$ cat src/rtl/sfm_pkg.sv
// Shared types and constants for the store-and-forward mailbox table.
// Depends on nothing; every rtl file but sfm_ram imports it.
package sfm_pkg;

  // Fixed field widths
  localparam int unsigned AddrW   = 32;
  localparam int unsigned TimeW   = 48;
  localparam int unsigned HandleW = 16;
  localparam int unsigned CntW    = 6;
  localparam int unsigned TtlW    = 32;
  localparam int unsigned CfgW    = 32;
  localparam int unsigned CfgIdxW = 2;

  // Parameter defaults
  localparam int unsigned SlotsDef      = 32;
  localparam int unsigned HandleBitsDef = 16;

  // Most packets one retrieve may hand out
  localparam int unsigned OutCap = 32;

  // Register reset values
  localparam logic [CntW-1:0] SlotsInUseRst   = 6'd32;
  localparam logic [TtlW-1:0] TtlMsRst        = 32'd3600000;
  localparam logic [CntW-1:0] PerDestLimitRst = 6'd8;

  typedef enum logic [1:0] {
    OpStore    = 2'd0,
    OpRetrieve = 2'd1,
    OpExpire   = 2'd2,
    OpCount    = 2'd3
  } op_e;

  typedef enum logic [CfgIdxW-1:0] {
    CfgSlotsInUse   = 2'd0,
    CfgTtlMs        = 2'd1,
    CfgPerDestLimit = 2'd2
  } cfg_idx_e;

  typedef enum logic [1:0] {
    StIdle   = 2'd0,
    StScan   = 2'd1,
    StFinish = 2'd2
  } state_e;

  typedef struct packed {
    op_e                op;
    logic [AddrW-1:0]   dest_addr;
    logic [HandleW-1:0] packet_handle_in;
    logic [TimeW-1:0]   now_ms;
    logic [CntW-1:0]    max_take;
  } in_item_t;

  typedef struct packed {
    logic               status;
    logic               has_packet;
    logic [HandleW-1:0] packet_handle_out;
    logic [CntW-1:0]    addr_count;
    logic [CntW-1:0]    total_count;
    logic               last;
  } out_item_t;

  // Result handed from the scan engine to the output register
  typedef struct packed {
    logic      push;
    out_item_t item;
  } out_push_t;

endpackage

$ cat src/rtl/store_forward_mailbox_table_unit.sv
// Store-and-forward mailbox table: one operation at a time, scanning slot RAM.
// The input stalls while an operation is in progress, so no new item is taken until the final
// result has entered the output register. The scan reads one slot of the slot RAM a cycle,
// except while a finished packet waits for a stalled output register.
// Reset: valid bits and control clear at once, registers take their reset values;
// slot RAM contents are not cleared and there is no clearing pass.
module store_forward_mailbox_table_unit #(
  parameter int unsigned SLOTS       = sfm_pkg::SlotsDef,
  parameter int unsigned HANDLE_BITS = sfm_pkg::HandleBitsDef
) (
  input  logic                          clk_i,
  input  logic                          rst_ni,
  input  logic                          in_valid_i,
  output logic                          in_stall_o,
  input  sfm_pkg::in_item_t             in_data_i,
  output logic                          out_valid_o,
  input  logic                          out_stall_i,
  output sfm_pkg::out_item_t            out_data_o,
  input  logic                          cfg_we_i,
  input  logic [sfm_pkg::CfgIdxW-1:0]   cfg_idx_i,
  input  logic [sfm_pkg::CfgW-1:0]      cfg_wdata_i
);
  import sfm_pkg::*;

  localparam int unsigned IdxW = (SLOTS > 1) ? $clog2(SLOTS) : 1;
  localparam int unsigned RamW = AddrW + TimeW + HANDLE_BITS;

  logic [CntW-1:0] slots_in_use_q;
  logic [TtlW-1:0] ttl_ms_q;
  logic [CntW-1:0] per_dest_limit_q;
  logic [CntW-1:0] lim;
  logic            busy, start, out_free;
  logic            ram_we, ram_re;
  logic [IdxW-1:0] ram_waddr, ram_raddr;
  logic [RamW-1:0] ram_wdata, ram_rdata;
  out_push_t       out_push;

  // Configuration registers
  always_ff @(posedge clk_i or negedge rst_ni) begin
    if (!rst_ni) begin
      slots_in_use_q   <= SlotsInUseRst;
      ttl_ms_q         <= TtlMsRst;
      per_dest_limit_q <= PerDestLimitRst;
    end else if (cfg_we_i) begin
      case (cfg_idx_i)
        CfgSlotsInUse:   slots_in_use_q   <= cfg_wdata_i[CntW-1:0];
        CfgTtlMs:        ttl_ms_q         <= cfg_wdata_i[TtlW-1:0];
        CfgPerDestLimit: per_dest_limit_q <= cfg_wdata_i[CntW-1:0];
        default: begin
        end
      endcase
    end
  end

  // Active limit: slots_in_use capped at the table size
  assign lim = ({1'b0, slots_in_use_q} < (CntW+1)'(SLOTS)) ? slots_in_use_q
                                                             : CntW'(SLOTS);

  assign in_stall_o = busy;
  assign start      = in_valid_i && !busy;

  sfm_scan #(
    .SLOTS       (SLOTS),
    .HANDLE_BITS (HANDLE_BITS)
  ) u_scan (
    .clk_i       (clk_i),
    .rst_ni      (rst_ni),
    .start_i     (start),
    .req_i       (in_data_i),
    .lim_i       (lim),
    .ttl_i       (ttl_ms_q),
    .limit_i     (per_dest_limit_q),
    .busy_o      (busy),
    .ram_we_o    (ram_we),
    .ram_waddr_o (ram_waddr),
    .ram_wdata_o (ram_wdata),
    .ram_re_o    (ram_re),
    .ram_raddr_o (ram_raddr),
    .ram_rdata_i (ram_rdata),
    .out_free_i  (out_free),
    .out_push_o  (out_push)
  );

  sfm_ram #(
    .Width (RamW),
    .Depth (SLOTS)
  ) u_slot_ram (
    .clk_i   (clk_i),
    .we_i    (ram_we),
    .waddr_i (ram_waddr),
    .wdata_i (ram_wdata),
    .re_i    (ram_re),
    .raddr_i (ram_raddr),
    .rdata_o (ram_rdata)
  );

  sfm_out_stage u_out (
    .clk_i       (clk_i),
    .rst_ni      (rst_ni),
    .push_i      (out_push),
    .free_o      (out_free),
    .out_valid_o (out_valid_o),
    .out_stall_i (out_stall_i),
    .out_data_o  (out_data_o)
  );

endmodule

$ cat src/rtl/sfm_ram.sv
// Generic single-port-write, single-port-read RAM with registered read data.
// Depends on nothing.
module sfm_ram #(
  parameter int unsigned Width = 8,
  parameter int unsigned Depth = 32,
  localparam int unsigned AddrW = (Depth > 1) ? $clog2(Depth) : 1
) (
  input  logic             clk_i,
  input  logic             we_i,
  input  logic [AddrW-1:0] waddr_i,
  input  logic [Width-1:0] wdata_i,
  input  logic             re_i,
  input  logic [AddrW-1:0] raddr_i,
  output logic [Width-1:0] rdata_o
);

  logic [Width-1:0] mem_q [Depth];
  logic [Width-1:0] rdata_q;

  // Write port
  always_ff @(posedge clk_i) begin
    if (we_i) begin
      mem_q[waddr_i] <= wdata_i;
    end
  end

  // Registered read; data holds while re_i is low
  always_ff @(posedge clk_i) begin
    if (re_i) begin
      rdata_q <= mem_q[raddr_i];
    end
  end

  assign rdata_o = rdata_q;

endmodule

$ cat src/rtl/sfm_out_stage.sv
// Output holding register between the scan engine and the result channel.
// Depends on sfm_pkg.
module sfm_out_stage (
  input  logic               clk_i,
  input  logic               rst_ni,
  input  sfm_pkg::out_push_t push_i,
  output logic               free_o,
  output logic               out_valid_o,
  input  logic               out_stall_i,
  output sfm_pkg::out_item_t out_data_o
);
  import sfm_pkg::*;

  logic      valid_q;
  out_item_t data_q;

  // Room for a new result when empty or when the held one transfers now
  assign free_o = !valid_q || !out_stall_i;

  // Valid flag
  always_ff @(posedge clk_i or negedge rst_ni) begin
    if (!rst_ni) begin
      valid_q <= 1'b0;
    end else if (push_i.push) begin
      valid_q <= 1'b1;
    end else if (!out_stall_i) begin
      valid_q <= 1'b0;
    end
  end

  // Payload
  always_ff @(posedge clk_i) begin
    if (push_i.push) begin
      data_q <= push_i.item;
    end
  end

  assign out_valid_o = valid_q;
  assign out_data_o  = data_q;

endmodule

$ cat src/rtl/sfm_scan.sv
// Scan engine: walks the active slots through the slot RAM, keeps valid bits,
// counts, frees and hands out entries. Depends on sfm_pkg.
module sfm_scan #(
  parameter int unsigned SLOTS       = sfm_pkg::SlotsDef,
  parameter int unsigned HANDLE_BITS = sfm_pkg::HandleBitsDef,
  localparam int unsigned IdxW = (SLOTS > 1) ? $clog2(SLOTS) : 1,
  localparam int unsigned RamW = sfm_pkg::AddrW + sfm_pkg::TimeW + HANDLE_BITS
) (
  input  logic                        clk_i,
  input  logic                        rst_ni,
  input  logic                        start_i,
  input  sfm_pkg::in_item_t           req_i,
  input  logic [sfm_pkg::CntW-1:0]    lim_i,
  input  logic [sfm_pkg::TtlW-1:0]    ttl_i,
  input  logic [sfm_pkg::CntW-1:0]    limit_i,
  output logic                        busy_o,
  output logic                        ram_we_o,
  output logic [IdxW-1:0]             ram_waddr_o,
  output logic [RamW-1:0]             ram_wdata_o,
  output logic                        ram_re_o,
  output logic [IdxW-1:0]             ram_raddr_o,
  input  logic [RamW-1:0]             ram_rdata_i,
  input  logic                        out_free_i,
  output sfm_pkg::out_push_t          out_push_o
);
  import sfm_pkg::*;

  state_e                 state_q, state_d;
  in_item_t               req_q, req_d;
  logic [CntW-1:0]        take_q, take_d;
  logic [CntW-1:0]        rd_cnt_q, rd_cnt_d;
  logic                   chk_vld_q, chk_vld_d;
  logic [IdxW-1:0]        chk_idx_q, chk_idx_d;
  logic [SLOTS-1:0]       valid_q, valid_d;
  logic [CntW-1:0]        dcnt_q, dcnt_d;
  logic [CntW-1:0]        tcnt_q, tcnt_d;
  logic [CntW-1:0]        taken_q, taken_d;
  logic                   free_found_q, free_found_d;
  logic [IdxW-1:0]        free_idx_q, free_idx_d;
  logic                   pend_vld_q, pend_vld_d;
  logic [HANDLE_BITS-1:0] pend_handle_q, pend_handle_d;

  logic [AddrW-1:0]       rd_dest;
  logic [TimeW-1:0]       rd_time;
  logic [HANDLE_BITS-1:0] rd_handle;
  logic [TimeW-1:0]       age;
  logic                   slot_vld, dest_hit, stale, take_hit, hold, more, store_ok;

  // Split the slot word
  assign rd_dest   = ram_rdata_i[RamW-1 -: AddrW];
  assign rd_time   = ram_rdata_i[HANDLE_BITS +: TimeW];
  assign rd_handle = ram_rdata_i[HANDLE_BITS-1:0];

  // Evaluate the slot whose data the RAM presents this cycle
  assign slot_vld = chk_vld_q && valid_q[chk_idx_q];
  assign dest_hit = slot_vld && (rd_dest == req_q.dest_addr);
  assign age      = req_q.now_ms - rd_time;
  assign stale    = slot_vld && (age > TimeW'(ttl_i));
  assign take_hit = (req_q.op == OpRetrieve) && dest_hit && (taken_q < take_q);
  // Hold the scan while a finished packet waits for the output register
  assign hold     = take_hit && pend_vld_q && !out_free_i;
  assign more     = rd_cnt_q < lim_i;
  assign store_ok = free_found_q && (dcnt_q < limit_i);

  assign busy_o = (state_q != StIdle);

  // Next state, datapath and RAM control
  always_comb begin
    state_d       = state_q;
    req_d         = req_q;
    take_d        = take_q;
    rd_cnt_d      = rd_cnt_q;
    chk_vld_d     = chk_vld_q;
    chk_idx_d     = chk_idx_q;
    valid_d       = valid_q;
    dcnt_d        = dcnt_q;
    tcnt_d        = tcnt_q;
    taken_d       = taken_q;
    free_found_d  = free_found_q;
    free_idx_d    = free_idx_q;
    pend_vld_d    = pend_vld_q;
    pend_handle_d = pend_handle_q;
    ram_re_o      = 1'b0;
    ram_raddr_o   = rd_cnt_q[IdxW-1:0];
    ram_we_o      = 1'b0;
    ram_waddr_o   = free_idx_q;
    ram_wdata_o   = {req_q.dest_addr, req_q.now_ms, HANDLE_BITS'(req_q.packet_handle_in)};
    out_push_o    = '0;

    case (state_q)
      StIdle: begin
        if (start_i) begin
          req_d        = req_i;
          take_d       = (req_i.max_take > CntW'(OutCap)) ? CntW'(OutCap) : req_i.max_take;
          rd_cnt_d     = '0;
          chk_vld_d    = 1'b0;
          dcnt_d       = '0;
          tcnt_d       = '0;
          taken_d      = '0;
          free_found_d = 1'b0;
          pend_vld_d   = 1'b0;
          state_d      = StScan;
        end
      end

      StScan: begin
        if (!hold) begin
          // Issue the next read
          if (more) begin
            ram_re_o  = 1'b1;
            rd_cnt_d  = rd_cnt_q + 1'b1;
            chk_vld_d = 1'b1;
            chk_idx_d = rd_cnt_q[IdxW-1:0];
          end else begin
            chk_vld_d = 1'b0;
          end
          // Count
          if (slot_vld) begin
            tcnt_d = tcnt_q + 1'b1;
          end
          if (dest_hit) begin
            dcnt_d = dcnt_q + 1'b1;
          end
          // Track the lowest free slot
          if (chk_vld_q && !valid_q[chk_idx_q] && !free_found_q) begin
            free_found_d = 1'b1;
            free_idx_d   = chk_idx_q;
          end
          // Hand out a match; the previous one is known not to be last
          if (take_hit) begin
            valid_d[chk_idx_q] = 1'b0;
            taken_d            = taken_q + 1'b1;
            if (pend_vld_q) begin
              out_push_o.push                   = 1'b1;
              out_push_o.item.has_packet        = 1'b1;
              out_push_o.item.packet_handle_out = HandleW'(pend_handle_q);
            end
            pend_vld_d    = 1'b1;
            pend_handle_d = rd_handle;
          end
          // Drop aged entries
          if ((req_q.op == OpExpire) && stale) begin
            valid_d[chk_idx_q] = 1'b0;
          end
          if (!more && !chk_vld_q) begin
            state_d = StFinish;
          end
        end
      end

      StFinish: begin
        if (out_free_i) begin
          out_push_o.push      = 1'b1;
          out_push_o.item.last = 1'b1;
          case (req_q.op)
            OpStore: begin
              out_push_o.item.status = !store_ok;
              if (store_ok) begin
                ram_we_o            = 1'b1;
                valid_d[free_idx_q] = 1'b1;
              end
            end
            OpRetrieve: begin
              out_push_o.item.has_packet        = pend_vld_q;
              out_push_o.item.packet_handle_out =
                pend_vld_q ? HandleW'(pend_handle_q) : '0;
            end
            OpCount: begin
              out_push_o.item.addr_count  = dcnt_q;
              out_push_o.item.total_count = tcnt_q;
            end
            default: begin
            end
          endcase
          state_d = StIdle;
        end
      end

      default: begin
        state_d = StIdle;
      end
    endcase
  end

  // Control state
  always_ff @(posedge clk_i or negedge rst_ni) begin
    if (!rst_ni) begin
      state_q      <= StIdle;
      valid_q      <= '0;
      rd_cnt_q     <= '0;
      chk_vld_q    <= 1'b0;
      taken_q      <= '0;
      free_found_q <= 1'b0;
      pend_vld_q   <= 1'b0;
    end else begin
      state_q      <= state_d;
      valid_q      <= valid_d;
      rd_cnt_q     <= rd_cnt_d;
      chk_vld_q    <= chk_vld_d;
      taken_q      <= taken_d;
      free_found_q <= free_found_d;
      pend_vld_q   <= pend_vld_d;
    end
  end

  // Payload and counters
  always_ff @(posedge clk_i) begin
    req_q         <= req_d;
    take_q        <= take_d;
    chk_idx_q     <= chk_idx_d;
    dcnt_q        <= dcnt_d;
    tcnt_q        <= tcnt_d;
    free_idx_q    <= free_idx_d;
    pend_handle_q <= pend_handle_d;
  end

endmodule

$ cat config.mk
export PLATFORM = sky130hd
export DESIGN_NAME = store_forward_mailbox_table_unit
export DESIGN_NICKNAME = d
export VERILOG_FILES = /design/src/rtl/sfm_pkg.sv /design/src/rtl/store_forward_mailbox_table_unit.sv /design/src/rtl/sfm_ram.sv /design/src/rtl/sfm_out_stage.sv /design/src/rtl/sfm_scan.sv
export SDC_FILE = /design/constraint.sdc
export NUM_CORES = 2
export LEC_CHECK = 0
export BUFFER_PORTS_ARGS = -buffer_cell sky130_fd_sc_hd__buf_2
export CAP_MARGIN = 0
export CORE_MARGIN = 2
export CORE_UTILIZATION = 38
export DETAILED_ROUTE_END_ITERATION = 12
export GPL_TIMING_DRIVEN = 0
export PLACE_DENSITY_LB_ADDON = 0.12
export SLEW_MARGIN = 25
export SYNTH_ARGS = -nofsm -noshare
export SYNTH_HDL_FRONTEND = slang
export SYNTH_SLANG_ARGS = --single-unit
$ cat constraint.sdc
create_clock -name clk_i -period 6.5 [get_ports clk_i]
set_input_delay 0 -clock clk_i [delete_from_list [all_inputs] [get_ports clk_i]]
set_output_delay 0 -clock clk_i [all_outputs]
set_load 0.02 [all_outputs]
; ---- Word level (Yosys, flattened, before mapping)
; Memories as Yosys holds them, arrays and structs flattened. A register that Yosys moved wholly into a read port is not among the register bits.
; Cells that the tools add are included.
[word_totals]
elab_cells = 183
memories = 1
out_inout_bits = 33
ramBits = 3072
ff_bits = 267
in_bits = 143
[classes]
n_lt_le_gt_ge = 10
n_mux = 67
eq_ne = 20
add_sub_neg = 5
bitwise_logic = 5
n_reduce_logical = 48
[memory_table]
columns = memory, words, width, read_ports, rd_ports_with_merged_regs, wr, line_no
row1 = u_slot_ram.mem_q, 32, 96, 1, 1, 1, sfm_ram.sv:17  ; logic [Width-1:0] mem_q [Depth];
[ops]
columns = op, count
row1 = 32-bit 2-to-1 mux, 9
row2 = 17-bit 2-to-1 mux, 4
row3 = 32-bit bitwise AND, 2
row4 = 32-bit one-hot mux with 2 select lines, 1
row5 = 6-bit 2-to-1 mux, 10
row6 = 48-bit by 32-bit greater-than comparator with 1-bit output, 1
row7 = 6-bit one-hot mux with 2 select lines, 4
row8 = 48-bit subtractor, 1
row9 = 17-bit one-hot mux with 2 select lines, 1
row10 = 32-bit equality test, 1
row11 = 32-bit NOT, 1
row12 = 32-bit bitwise OR, 1
row13 = 6-bit by 1-bit adder with 6-bit output (second input constant), 4
row14 = 1-bit 2-to-1 mux, 24
row15 = 4-bit AND reduction, 6
row16 = 6-bit < comparator, 3
row17 = 2-bit by 1-bit inequality test with 1-bit output (second input constant), 9
row18 = 3-bit AND reduction, 6
row19 = 16-bit 2-to-1 mux, 1
row20 = 1-bit logical AND, 15
row21 = 5-bit by 6-bit < comparator with 1-bit output (second input constant), 2
row22 = 12-bit 2-to-1 mux, 1
row23 = 1-bit demux with 5-bit select, 2
row24 = 5-bit by 1-bit greater-or-equal comparator with 1-bit output (second input constant), 2
row25 = 16 further kinds, 44

; ---- Longest topological paths before layout
[logic_depth]
word_depth = 14
ltp_mapped = 24
mapped_depth_nobuf = 23

; ---- By module
; Synthesis repeated with hierarchy kept, for this count alone.
[unflattened]
cells_unflattened = 7054
area_unflattened_um2 = 135297.3
[modules_own_cells]
columns = module, cells_each, seq_area_each_um2, area_each_um2, n_inst
row1 = sfm_ram, 5604, 95131.2, 119453.3, 1
row2 = sfm_scan, 1316, 5490.3, 13033.8, 1
row3 = store_forward_mailbox_table_unit, 100, 1117.3, 1843.0, 1
row4 = sfm_out_stage, 34, 955.9, 967.2, 1

; ---- Least setup slack after synthesis
; No wires, ideal clock.
[synth_timing]
path_type = flip-flop to flip-flop
from = register u_scan.dcnt_q[1]
to = memory u_slot_ram.mem_q[18][0] (netlist bit) (enable)
path_stages_with_launch = 9
setup_slack_ps = -245
period_less_slack_ps = 6745
arrival_ps = 6192
t_required_ps = 5946
path_buffers = 0
setup_ps = 554
cell_sequence = edfxtp_1 > ha_1 > a21o_1 > a21o_1 > a21o_1 > a21o_1 > a211oi_1 > nand4b_1 > nor2_1
[synth_between]
elab_chain_cells = 8
[synth_lines]
columns = item, line_no
row1 = start: declaration, sfm_scan.sv:35  ; logic [CntW-1:0] dcnt_q, dcnt_d;
row2 = start signal: assignment, sfm_scan.sv:211  ; dcnt_q <= dcnt_d;
row3 = 6-bit < comparator, sfm_scan.sv:63  ; assign store_ok = free_found_q && (dcnt_q < limit_i);
row4 = 1-bit logical AND, sfm_scan.sv:63
row5 = 1-bit 2-to-1 mux, sfm_scan.sv:158  ; if (store_ok) begin
row6 = 1-bit 2-to-1 mux, sfm_scan.sv:155  ; case (req_q.op)
row7 = 1-bit 2-to-1 mux, sfm_scan.sv:152  ; if (out_free_i) begin
row8 = 1-bit 2-to-1 mux, sfm_scan.sv:90  ; case (state_q)
row9 = 1-bit 2-to-1 mux, sfm_ram.sv:22  ; if (we_i) begin
row10 = 1-bit 2-to-1 mux (not written as such), sfm_ram.sv:23  ; mem_q[waddr_i] <= wdata_i;
row11 = end: declaration, sfm_ram.sv:17
; No other way between the ends.

; ---- Worst setup path after layout
[layout_timing]
from = register u_scan.req_q, in the netlist u_scan.ram_wdata_o[23]
to = register u_scan.valid_q[18]
[layout_between]
elab_chain_cells = 7
[layout_lines]
columns = item, line_no
row1 = start: declaration, sfm_scan.sv:29  ; in_item_t req_q, req_d;
row2 = start signal: assignment, sfm_scan.sv:208  ; req_q <= req_d;
row3 = 48-bit subtractor, sfm_scan.sv:57  ; assign age = req_q.now_ms - rd_time;
row4 = 48-bit by 32-bit greater-than comparator with 1-bit output, sfm_scan.sv:58  ; assign stale = slot_vld && (age > TimeW'(ttl_i));
row5 = 1-bit logical AND, sfm_scan.sv:58
row6 = 1-bit logical AND, sfm_scan.sv:142  ; if ((req_q.op == OpExpire) && stale) begin
row7 = 32-bit 2-to-1 mux, sfm_scan.sv:142
row8 = 32-bit 2-to-1 mux, sfm_scan.sv:107  ; if (!hold) begin
row9 = 32-bit one-hot mux with 2 select lines, sfm_scan.sv:90
row10 = end signal: assignment, sfm_scan.sv:197  ; valid_q <= valid_d;
row11 = end: declaration, sfm_scan.sv:34  ; logic [SLOTS-1:0] valid_q, valid_d;
; No other way between the ends. The select of a mux whose other input is x is not followed.
; A chain may end at the register's enable or synchronous reset.

==> metrics.txt <==
initial antenna violation count 19; Worst Setup End Kind register; fraction of layout cells with a size suffix above 1 between 20% and 30%; commonest non-fill, non-tap cell in the layout edfxtp_1; grt ovf 0; wire per inst approximately 32 um; Max FO, Critical Path 21; minimum clock period between 6 and 7 ns; dpl ws -1.141 ns; Total GRT Usage roughly 23%; non-filler instance count after layout around 13000; Detail Route Antenna Nets 0; num rows 218; Max-slew headroom 21.53%; register area share after synthesis about 76%; Req. time, crit path 7.37 ns; multi-input logic area 30490 um2; Yosys reg bits approximately 3400; Mapped Area around 130000 um2; WP data arrival around 7 ns; number of flops mapped to enable cells by yosys between 3000 and 4000; WL final about 420 mm; Pins Over Slew Limit 0; drt initial violations between 7000 and 8000; MaxCap Viol Count 0; slowest cell on the critical path or4_4; worst path setup slack after routing 0.2360 ns; Placer Congestion around 0.83; TritonCTS Buffers approximately 370; Max clock buf depth 4; Tot Pwr between 60 and 70 mW; Root Buffer clkbuf_16; largest net degree at the start of global routing between 50 and 60; PortBufs between 150 and 200; total placed cells including tap cells 11760; Crit Path Class register to register; die height approximately 600 um; Mapped Cells 6548; Achievable Freq 159.6 MHz; Post-Syn Area per Cell approximately 21 um2; DRC viols 0; FF/Latch Area between 100000 and 150000 um2; fillers ~30000; Syn-to-layout area delta 22.71%; critical path, cell by cell buf_8 > ha_2 > buf_6 > a31oi_2 > o21ai_1 > a31oi_4 > o21bai_1 > a21oi_1 > o31ai_1 > xor2_1 > ha_1 > nand2_1 > nor2_1 > a211oi_1 > o21ai_0 > a2111oi_1 > a21oi_1 > or4_4 > nor4_4 > buf_12 > buf_6 > a21oi_2 > nor2_1; skew final ~0.030 ns; FF-to-FF path depth 23; largest stage delay on the critical path approximately 0.57 ns; CTS tree yes; worst r2r src u_scan.ram_wdata_o[23]; Final Hold Fails 0; Sink Count about 3400; insertion delay to the later sink of the worst-skew pair 0.96 ns; I/O Pins 176; Slew @ Worst Pin 1.177 ns; Net Count, Synth a little under 7000; Clock transition at path regs 0.07 ns; Syn. warnings 0; startpoint types register; RSZ-0062 raised after global routing no; Primary FF master, synth edfxtp_1; die width around 600 um; TritonRoute pass-1 iters 6; register-to-register setup slack ~0.24 ns; R2R Path End u_scan.valid_q[18]; Via-to-Cell Ratio 5.548; setup violators final 0; outcome finished, final reports clean; final net count ~8000; fin crit share slightly below 100%; maximum VDD drop approximately 0.22 mV; Die ar. between 300000 and 400000 um2; Cell variety after synth a little over 90; Hold/Removal Path Class input pin to async pin; H-tree levels 5; async set-reset flop share out of synthesis 2.737%; Initial Util 38.18%; first-pass GRT wire length 573.0 mm; Leak Pwr around 54 nW; vias post-DR roughly 70000; core area 352700 um2; vias in the first global route 73190; power per cell area about 390 nW/um2; commonest cells after routing, fill and taps aside edfxtp_1, mux4_2, clkbuf_16; DP HPWL 291.9 mm
==> how the worst max path moves through the flow <==
stage / endpoint / depth (start not counted) / from
after global routing: u_scan.valid_q[2] / 23 / u_scan.ram_wdata_o[23]
after detailed placement: u_scan.valid_q[28] / 22 / u_scan.ram_wdata_o[37]
after CTS: u_scan.valid_q[6] / 20 / u_scan.ram_wdata_o[30]
final: u_scan.valid_q[18] / 23 / u_scan.ram_wdata_o[23]
after global placement: u_slot_ram.mem_q[3][31] / 8 / u_scan.dcnt_q[1]
after floorplan: u_slot_ram.mem_q[18][0] / 8 / u_scan.dcnt_q[1]
==> Yosys cell counts (17+ instances only) <==
master	n	area, um2
dfrtp_1	81	2027
ha_1	101	1264
and2_1	53	331.6
nor2_1	144	540.5
inv_1	113	424.2
a21oi_2	30	262.8
nand4_1	35	219.0
buf_2	19	95.09
o31ai_1	28	210.2
xor2_1	22	192.7
mux4_2	741	16690
nand2_1	368	1381
clkbuf_1	213	799.5
a21oi_1	145	725.7
o221ai_1	166	1454
a311o_1	17	170.2
mux2_2	43	484.2
buf_1	81	304.0
o22ai_1	68	425.4
nand3_1	60	300.3
xnor2_1	56	490.5
o21ai_0	76	380.4
mux2i_1	286	2863
a211oi_1	19	142.6
a21o_1	22	165.2
edfxtp_1	3341	100300
==> metal layers <==
layer	part of all wire, %	GRT usage [%]
met1	41	30.20
met2	50	39.69
met4	3.3	7.209
met3	5.3	2.768
met5	0.010	0
==> through the flow <==
| step | util, % | hold WS [ns] | instance area, um2 | setup TNS (ns) |
|---|---|---|---|---|
| after floorplan | - | -0.2956 | 134600 | -667.89 |
| after global placement | 40.10 | 0.1793 | 141400 | - |
| after detailed placement | 42.30 | -0.02277 | 149200 | -35.12 |
| after CTS | 46.60 | 0.05334 | 164400 | 0 |
| after global routing | 46.84 | 0.1219 | 165200 | 0 |
| final | 46.85 | 0.1165 | 165200 | 0 |
==> cell type report <==
class / count / area share [%]
antenna: 5 / 0.007573
buffer: 332 / 0.9254
clock buffer: 453 / 5.881
clock inverter: 224 / 1.332
inverter: 115 / 0.2613
multi-input combinational: 2666 / 18.45
sequential: 3435 / 62.16
tap: 4730 / 3.582
timing repair buffer: 859 / 7.400
==> worst max-delay path: cells and delay by family (launching register included) <==
kind / cells / cell delay, ns
compound gates: 11 / 2.56
fa+ha+maj: 2 / 0.83
simple gates: 5 / 1.06
flops: 1 / 0.53
buf+inv: 4 / 0.78
xor+xnor: 1 / 0.37
==> registers in the layout (all words and copies together), names as in the netlist, 16 cells and up <==
signal	flops
u_slot_ram.mem_q	3072
ttl_ms_q	32
u_slot_ram.rdata_o	96
u_scan.pend_handle_q	16
u_out.out_data_o	31
u_scan.valid_q	32
u_scan.ram_wdata_o	96
==> repair_timing <==
item | in CTS | in global routing
setup endpoints to repair | 32 | 30
resized for setup | 8 | 4
hold endpoints to repair | 350 | 0
hold buffers | 284 | 0
pin swaps | 1 | 0
setup buffers | 31 | 11
==> power by group <==
group	total, mW	leakage, nW	internal, mW	switching [mW]
clock	20.9	5.83	12.1	8.83
combinational	16.4	16.4	6.54	9.86
sequential	27.1	31.3	26.2	0.905
total	64.4	53.6	44.8	19.6
==> logic make-up (layout without fill, tap and decap cells) <==
| kind of cell | after synthesis | count (layout) | share of synthesized area [%] |
|---|---|---|---|
| buffers and inverters | 447 | 1983 | 1.350 |
| muxes | 1070 | 1070 | 14.88 |
| other | 0 | 5 | 0 |
| DFF | 3435 | 3435 | 76.27 |
| AOI/OAI and AO/OA | 654 | 654 | 3.456 |
| adders and majority gates | 102 | 102 | 0.9534 |
| xor gates and xnor gates | 78 | 78 | 0.5074 |
| and+or+nand+nor | 762 | 762 | 2.582 |
Note: power is estimated with default switching activity, not from simulation.
